### config.mk
export PLATFORM = sky130hd
export DESIGN_NAME = seven_segment_number_scanner_unit
export DESIGN_NICKNAME = d
export VERILOG_FILES = /design/src/hdl/ssns_pkg.sv /design/src/hdl/ssns_bcd.sv /design/src/hdl/seven_segment_number_scanner_unit.sv
export SDC_FILE = /design/constraint.sdc
export NUM_CORES = 1
export LEC_CHECK = 0
export BUFFER_PORTS_ARGS = -buffer_cell sky130_fd_sc_hd__buf_4
export CAP_MARGIN = 5
export CORE_MARGIN = 5
export CORE_UTILIZATION = 37
export DETAILED_ROUTE_END_ITERATION = 12
export PLACE_DENSITY = 0.6
export SYNTH_ARGS = -nofsm -noshare
export SYNTH_HDL_FRONTEND = slang
export SYNTH_SLANG_ARGS = --single-unit
export TNS_END_PERCENT = 10
### constraint.sdc
create_clock -name clock -period 8.7 [get_ports clock]
set_input_delay 1.305 -clock clock [delete_from_list [all_inputs] [get_ports clock]]
set_output_delay 1.305 -clock clock [all_outputs]
set_load 0.005 [all_outputs]
### src/hdl/ssns_pkg.sv
// Shared types, codes and the segment glyph table for the seven-segment scanner.
// No dependencies; imported by ssns_bcd and seven_segment_number_scanner_unit.
package ssns_pkg;

   // display mode codes
   localparam logic [1:0] MODE_DEC    = 2'd0;
   localparam logic [1:0] MODE_HEX    = 2'd1;
   localparam logic [1:0] MODE_BYTE   = 2'd2;
   localparam logic [1:0] MODE_UNUSED = 2'd3;

   // configuration register indexes
   localparam logic CSR_DIGIT_MODE = 1'b0;
   localparam logic CSR_DP_ON      = 1'b1;

   localparam logic [7:0] SEG_MINUS = 8'h40;
   localparam logic [7:0] SEG_DP    = 8'h80;

   // raw value with its magnitude and decimal quotients
   typedef struct packed {
      logic [15:0] raw;
      logic [16:0] mag;
      logic [11:0] q10;
      logic [8:0]  q100;
      logic [5:0]  q1000;
   } quot_type;

   function automatic logic [7:0] glyph(input logic [3:0] nib);
      logic [7:0] seg;
      case (nib)
         4'h0: seg = 8'h3F;
         4'h1: seg = 8'h06;
         4'h2: seg = 8'h5B;
         4'h3: seg = 8'h4F;
         4'h4: seg = 8'h66;
         4'h5: seg = 8'h6D;
         4'h6: seg = 8'h7D;
         4'h7: seg = 8'h07;
         4'h8: seg = 8'h7F;
         4'h9: seg = 8'h6F;
         4'hA: seg = 8'h77;
         4'hB: seg = 8'h7C;
         4'hC: seg = 8'h39;
         4'hD: seg = 8'h5E;
         4'hE: seg = 8'h79;
         4'hF: seg = 8'h71;
         default: seg = 8'h00;
      endcase
      return seg;
   endfunction

endpackage

### src/hdl/ssns_bcd.sv
// Magnitude and decimal quotient stage (value/10, /100, /1000) of the scanner.
// Depends on ssns_pkg (quot_type).
module ssns_bcd import ssns_pkg::*; (
   input  logic        clock,
   input  logic        load,
   input  logic [15:0] value,
   output quot_type    quot
);

   // reciprocal multiply: exact for magnitudes up to 32768
   localparam logic [33:0] RECIP10   = 34'd52429;  // >> 19
   localparam logic [33:0] RECIP100  = 34'd5243;   // >> 19
   localparam logic [33:0] RECIP1000 = 34'd67109;  // >> 26

   logic [16:0] mag;
   logic [33:0] p10, p100, p1000;
   quot_type    quot_in, quot_ff;

   assign mag = value[15] ? (17'h10000 - {1'b0, value}) : {1'b0, value};

   assign p10   = 34'(mag) * RECIP10;
   assign p100  = 34'(mag) * RECIP100;
   assign p1000 = 34'(mag) * RECIP1000;

   always_comb begin
      quot_in.raw   = value;
      quot_in.mag   = mag;
      quot_in.q10   = p10[30:19];
      quot_in.q100  = p100[27:19];
      quot_in.q1000 = p1000[31:26];
   end

   always_ff @(posedge clock) begin
      if (load) begin
         quot_ff <= quot_in;
      end
   end

   assign quot = quot_ff;

endmodule

### src/hdl/seven_segment_number_scanner_unit.sv
// Top level of the four-digit multiplexed seven-segment scanner.
// Depends on ssns_pkg and ssns_bcd.
//
// Usage: every request on req_ is one refresh tick carrying the signed 16-bit
// value to display. Each tick drives the digit at the current scan position
// (0,1,2,3,0,...), turns off the previously scanned digit and returns one
// response on rsp_ with the segment latch, the digit enable latch and the
// position handled. The display mode picks decimal with sign, four hex nibbles
// or two 7-bit bytes, and the unused code holds both latches; decimal_points_on
// lights the point on digits. The user must write both through csr_ while no
// request is in flight; the block itself does not enforce this. Each request
// passes the input register, quotient register and latch/output register.
// Throughput: one request per cycle; the three register stages are each
// parted by a valid bit, so a new request enters while a response waits.
// When rsp_tready is low, the response holds and the stages behind it fill;
// req_tready drops once all three are full.
// Reset: scan position 0, all digits off, segments cleared, display mode
// decimal, decimal points off, no response pending.
module seven_segment_number_scanner_unit import ssns_pkg::*; (
   input  logic        clock,
   input  logic        reset,
   input  logic        req_tvalid,
   output logic        req_tready,
   input  logic [15:0] req_tdata,   // [15:0] value_shown
   output logic        rsp_tvalid,
   input  logic        rsp_tready,
   output logic [15:0] rsp_tdata,   // [7:0] segment_bits, [11:8] digit_enables,
                                    // [13:12] scanned_position, [15:14] zero
   input  logic        csr_wen,
   input  logic        csr_index,
   input  logic [1:0]  csr_wdata
);

   logic        v0_ff, v1_ff, v2_ff;
   logic        adv1, adv2;
   logic [15:0] val_ff;
   quot_type    quot;

   logic [1:0]  mode_ff;
   logic        dp_on_ff;
   logic [1:0]  pos_ff, pos_in;
   logic [1:0]  out_pos_ff;
   logic [7:0]  seg_ff, seg_in;
   logic [3:0]  en_ff, en_in;

   logic [3:0]  dig [4];
   logic [3:0]  dec_dig [4];
   logic [16:0] rem3;
   logic [11:0] rem2;
   logic [8:0]  rem1;
   logic [5:0]  q1000;
   logic        dec_neg;
   logic [7:0]  dp;

   // ---------------- pipeline control ----------------
   assign adv2       = v1_ff && (!v2_ff || rsp_tready);
   assign adv1       = v0_ff && (!v1_ff || adv2);
   assign req_tready = !v0_ff || adv1;
   assign rsp_tvalid = v2_ff;

   always_ff @(posedge clock) begin
      if (reset) begin
         v0_ff <= 1'b0;
         v1_ff <= 1'b0;
         v2_ff <= 1'b0;
      end else begin
         if (req_tready) begin
            v0_ff <= req_tvalid;
         end
         if (!v1_ff || adv2) begin
            v1_ff <= v0_ff;
         end
         if (!v2_ff || rsp_tready) begin
            v2_ff <= v1_ff;
         end
      end
   end

   always_ff @(posedge clock) begin
      if (req_tvalid && req_tready) begin
         val_ff <= req_tdata;
      end
   end

   ssns_bcd u_bcd (
      .clock (clock),
      .load  (adv1),
      .value (val_ff),
      .quot  (quot)
   );

   // ---------------- configuration ----------------
   always_ff @(posedge clock) begin
      if (reset) begin
         mode_ff  <= MODE_DEC;
         dp_on_ff <= 1'b0;
      end else if (csr_wen) begin
         case (csr_index)
            CSR_DIGIT_MODE: mode_ff  <= csr_wdata;
            CSR_DP_ON:      dp_on_ff <= csr_wdata[0];
            default:        ;
         endcase
      end
   end

   // ---------------- digit split ----------------
   assign q1000 = quot.q1000;
   assign rem3  = quot.mag - (17'({quot.q10, 3'b000}) + 17'({quot.q10, 1'b0}));
   assign rem2  = quot.q10 - (12'({quot.q100, 3'b000}) + 12'({quot.q100, 1'b0}));
   assign rem1  = quot.q100 - (9'({q1000, 3'b000}) + 9'({q1000, 1'b0}));

   always_comb begin
      // thousands digit: quotient is at most 32
      if (q1000 >= 6'd30) begin
         dec_dig[0] = 4'(q1000 - 6'd30);
      end else if (q1000 >= 6'd20) begin
         dec_dig[0] = 4'(q1000 - 6'd20);
      end else if (q1000 >= 6'd10) begin
         dec_dig[0] = 4'(q1000 - 6'd10);
      end else begin
         dec_dig[0] = q1000[3:0];
      end
      dec_dig[1] = rem1[3:0];
      dec_dig[2] = rem2[3:0];
      dec_dig[3] = rem3[3:0];
   end

   always_comb begin
      case (mode_ff)
         MODE_DEC: begin
            dig[0] = dec_dig[0];
            dig[1] = dec_dig[1];
            dig[2] = dec_dig[2];
            dig[3] = dec_dig[3];
         end
         MODE_HEX: begin
            dig[0] = quot.raw[15:12];
            dig[1] = quot.raw[11:8];
            dig[2] = quot.raw[7:4];
            dig[3] = quot.raw[3:0];
         end
         default: begin
            dig[0] = {1'b0, quot.raw[13:11]};
            dig[1] = quot.raw[10:7];
            dig[2] = {1'b0, quot.raw[6:4]};
            dig[3] = quot.raw[3:0];
         end
      endcase
   end

   assign dec_neg = (mode_ff == MODE_DEC) && quot.raw[15];
   assign dp      = dp_on_ff ? SEG_DP : 8'h00;

   // ---------------- scan latch update ----------------
   always_comb begin
      seg_in = seg_ff;
      en_in  = en_ff;
      pos_in = pos_ff + 2'd1;
      if (mode_ff == MODE_DEC || mode_ff == MODE_HEX || mode_ff == MODE_BYTE) begin
         case (pos_ff)
            2'd0: begin
               en_in[3] = 1'b0;
               if (dec_neg) begin
                  // minus leads when the hundreds digit is nonzero
                  if (dig[1] != 4'd0) begin
                     seg_in   = SEG_MINUS;
                     en_in[0] = 1'b1;
                  end
                  seg_in = seg_in | dp;
               end else begin
                  seg_in   = glyph(dig[0]) | dp;
                  en_in[0] = (dig[0] != 4'd0);
               end
            end
            2'd1: begin
               en_in[0] = 1'b0;
               seg_in   = glyph(dig[1]) | dp;
               en_in[1] = (dig[0] != 4'd0) || (dig[1] != 4'd0);
               if (dec_neg && dig[2] != 4'd0 && dig[1] == 4'd0) begin
                  seg_in   = SEG_MINUS;
                  en_in[1] = 1'b1;
               end
            end
            2'd2: begin
               en_in[1] = 1'b0;
               seg_in   = glyph(dig[2]) | dp;
               en_in[2] = (dig[0] != 4'd0) || (dig[1] != 4'd0) || (dig[2] != 4'd0);
               if (dec_neg && dig[3] != 4'd0 && dig[2] == 4'd0) begin
                  seg_in   = SEG_MINUS;
                  en_in[2] = 1'b1;
               end
            end
            default: begin
               en_in[2] = 1'b0;
               seg_in   = glyph(dig[3]) | dp;
               en_in[3] = 1'b1;
            end
         endcase
      end
   end

   always_ff @(posedge clock) begin
      if (reset) begin
         pos_ff <= 2'd0;
         seg_ff <= 8'h00;
         en_ff  <= 4'h0;
      end else if (adv2) begin
         pos_ff <= pos_in;
         seg_ff <= seg_in;
         en_ff  <= en_in;
      end
   end

   always_ff @(posedge clock) begin
      if (adv2) begin
         out_pos_ff <= pos_ff;
      end
   end

   assign rsp_tdata = {2'b00, out_pos_ff, en_ff, seg_ff};

   // ---------------- assertions ----------------
   a_pos_advance: assert property (@(posedge clock) disable iff (reset)
      adv2 |=> pos_ff == $past(pos_ff) + 2'd1)
      else $error("scan position did not advance on tick");

   a_rsp_pos: assert property (@(posedge clock) disable iff (reset)
      rsp_tvalid |-> out_pos_ff + 2'd1 == pos_ff)
      else $error("response position out of step with scan position");

   a_last_digit_on: assert property (@(posedge clock) disable iff (reset)
      (adv2 && pos_ff == 2'd3 && mode_ff != MODE_UNUSED) |=> en_ff[3])
      else $error("rightmost digit not enabled after its tick");

   a_stall_hold: assert property (@(posedge clock) disable iff (reset)
      (v1_ff && !adv2) |=> v1_ff && $stable(quot))
      else $error("quotient stage lost its request while stalled");

   a_reset_clear: assert property (@(posedge clock)
      reset |=> !rsp_tvalid && en_ff == 4'h0 && pos_ff == 2'd0)
      else $error("state not cleared by reset");

endmodule

==> metrics <==
WP data required 8880 ps; worst r2r src val_ff[1]; worst hold stages 2; critical path fanouts, max 9; Post-CTS Hold Fix Bufs 0; routed vias 10160; Yosys top cell area share 27.97%; largest net degree at the start of global routing 34; share of cells above drive strength 1 6.016%; outcome completed; vias per std cell 4.845; GP Congestion 0.9013; synth-to-layout area growth 9.311%; min-delay src en_ff[1]; TritonCTS Buffers 9; Worst path slowest cell o41ai_1; Rel. slew slack 27.20%; Core Box Area 38740 um^2; crit start category flop; Clock Latency Late Sink 340 ps; CTS root buf clkbuf_16; Die Width 208.2 um; number of enable flip-flop cells after synthesis 51; prevailing post-synth register cell edfxtp_1; setup TNS 0 ps; Worst-Margin Slew 1089 ps; cell area after synthesis 14540 um^2; drt total wl 34950 um; Avg Cell Area, Syn 9.597 um^2; crit-path cells inv_1, ha_1, or3b_2, o41ai_1, nand2_1, xor2_2, xnor2_1, fa_1, inv_1, fa_1, inv_1, fa_1, inv_1, fa_1, inv_1, ha_1, a21o_1, a21o_1, a21o_1, a221oi_1, o22ai_1, or4_1, a2111o_1, o211ai_1; WP data arrival 8050 ps; Max clock buf depth 2; GRT Total Usage 16.48%; Initial Util 37.53%; endpoint class of the critical path flop; Rows 72; # diodes 0; initial antenna violation count 0; HPWL after DPL 30270 um; crit-path max cell delay 810 ps; final worst-path cycle share 90.54%; WL per Instance 16.66 um; Fmax 0.1270 GHz; Die Area 43360 um^2; Buf/Inv on CP 5; Hold Path Class flop to flop; clk_skew 9.302 ps; Design Area, Final 15890 um^2; final period demand of the worst path 7877 ps; post-synth cell types 71; Post-Synthesis Cells 1515; final hold vios 0; total grt overflow 0; first-pass GRT wire length 57490 um; critical path class flop to flop; vias in the first global route 10760; async set-or-reset flop fraction in the synthesized netlist 0%; RSZ-0062 raised after global routing no; Worst R2R Setup Slack 820 ps; maxcap violations 0; area leader, netlist ha_1; Routed Antenna Nets 0; Hold Crit Endpoint en_ff[1]; post_cts resized 0; first drt pass iteration count 5; Sinks on Clock Net 71; synth top area cells ha_1 (28%), fa_1 (25%), inv_1 (11%); Setup Viol. Count Final 0; Reg clk slew, reported paths 60 ps; num ports 42; post-CTS setup buffers 0; Synth Register Bits 71; Crit path top cell by count inv_1; CTS H-Tree Depth 3; Top Family by Delay on Critical Path adder cells; sequential area share after synthesis 13.29%; Layout Nets 2101; DRC 0; reg-to-reg endpoint u_bcd.quot[5]; Synth Warn # 0; Final Slew Violations 0; reg2reg path depth 24; Die Span Y 208.2 um; placement-stage cell area 15610 um^2; PortBufs 39; DR iter-0 viols 374; CTS tree yes
-- logic make-up (layout without fill, tap and decap cells) --
group | after synthesis | after routing | synth area share, %
mux | 23 | 23 | 1.695
compound gates | 195 | 195 | 8.993
xor+xnor | 86 | 86 | 5.370
buf+inv | 442 | 494 | 11.51
other cells | 2 | 14 | 0.05165
simple gates | 193 | 193 | 6.609
flops | 71 | 71 | 13.29
fa+ha+maj | 503 | 503 | 52.48
-- layout make-up --
class | instances | area [um^2]
Clock buffer | 9 | 225.2
Fill cell | 3858 | 22840
Clock inverter | 7 | 61.31
Inverter | 421 | 1580
Timing Repair Buffer | 57 | 427.9
Tap cell | 518 | 648.1
Multi-Input combinational cell | 1014 | 11020
Sequential cell | 71 | 1932
-- registers in the layout, summed over array words and instances, names as in the netlist --
signal and flops:
seg_ff 8, v0_ff 1, pos_ff 2, dp_on_ff 1
mode_ff 2, v1_ff 1, rsp_tvalid 1, out_pos_ff 2
en_ff 4, u_bcd.quot 33, val_ff 16
-- layout by cell type, fill, tap and decap left out, types with 7 or more instances in the layout --
| master | instances |
|---|---|
| a211oi_1 | 14 |
| a21o_1 | 17 |
| a21oi_1 | 51 |
| a311oi_1 | 7 |
| a31oi_1 | 11 |
| buf_4 | 57 |
| clkbuf_16 | 9 |
| conb_1 | 14 |
| dfxtp_1 | 20 |
| edfxtp_1 | 51 |
| fa_1 | 178 |
| ha_1 | 325 |
| inv_1 | 420 |
| mux2i_1 | 19 |
| nand2_1 | 56 |
| nand3_1 | 13 |
| nand4_1 | 7 |
| nor2_1 | 51 |
| nor3_1 | 15 |
| o21ai_0 | 31 |
| xnor2_1 | 44 |
| xor2_1 | 37 |
-- Yosys cell counts (4+ instances only) --
| master | n |
|---|---|
| nor4bb_1 | 4 |
| a311oi_1 | 7 |
| ha_1 | 325 |
| xor2_1 | 38 |
| clkbuf_1 | 17 |
| xnor2_1 | 46 |
| or3_1 | 5 |
| o2111ai_1 | 4 |
| o21ai_0 | 32 |
| fa_1 | 178 |
| inv_1 | 420 |
| a211oi_1 | 14 |
| nand3_1 | 13 |
| nor4_1 | 6 |
| a21o_1 | 17 |
| and2_1 | 6 |
| a221oi_1 | 5 |
| o31ai_1 | 6 |
| edfxtp_1 | 51 |
| or4_1 | 5 |
| a31o_2 | 4 |
| nand2_1 | 56 |
| o22ai_1 | 5 |
| a21oi_1 | 51 |
| nand2b_1 | 5 |
| nor2b_1 | 5 |
| mux2i_1 | 19 |
| a31oi_1 | 12 |
| nor3_1 | 15 |
| o211ai_1 | 5 |
| nor2_1 | 51 |
| nand4_1 | 7 |
| dfxtp_1 | 20 |
-- worst register-to-register path, stage by stage (launching register included) --
cell and delay, ps:
edfxtp_1 410, inv_1 100, ha_1 150, or3b_2 500
o41ai_1 810, nand2_1 250, xor2_2 620, xnor2_1 200
fa_1 530, inv_1 50, fa_1 470, inv_1 50
fa_1 520, inv_1 50, fa_1 530, inv_1 40
ha_1 300, a21o_1 160, a21o_1 170, a21o_1 170
a221oi_1 450, o22ai_1 210, or4_1 480, a2111o_1 390
o211ai_1 100
-- stage by stage --
step	setup slack, ps	std cells	hold WS (ps)	utilization [%]
global route	412.1	2097	484.3	41.03
finish	823.2	2097	461.8	41.03
floorplan	818.1	1527	436.3	-
detailed placement	837.1	2081	457.4	40.29
global placement	940.1	2081	444.1	40.29
CTS	845.3	2097	465.2	41.03
-- worst max-delay path by stage --
stage	slack, ps	endpoint	cells after the start	start
CTS	850	u_bcd.quot[5]	24	val_ff[1]
detailed placement	840	u_bcd.quot[5]	24	val_ff[1]
global placement	940	u_bcd.quot[17]	25	val_ff[0]
finish	820	u_bcd.quot[5]	24	val_ff[1]
floorplan	820	u_bcd.quot[5]	25	val_ff[0]
global route	410	u_bcd.quot[5]	24	val_ff[1]
-- per-layer routing --
layer | share of wire, % | track usage [%] | wire length (um) | up-vias
li1 | - | - | - | 5021
met1 | 45 | 21.94 | 15670 | 4938
met2 | 50 | 29.13 | 17390 | 167
met3 | 3.5 | 1.792 | 1218 | 34
met4 | 1.9 | 3.352 | 669 | 0
met5 | 0 | 0 | 0 | -
Power is left out: the tool's default activity adds up to more than one toggle a clock period on the data nets, which glitch-free logic cannot reach.
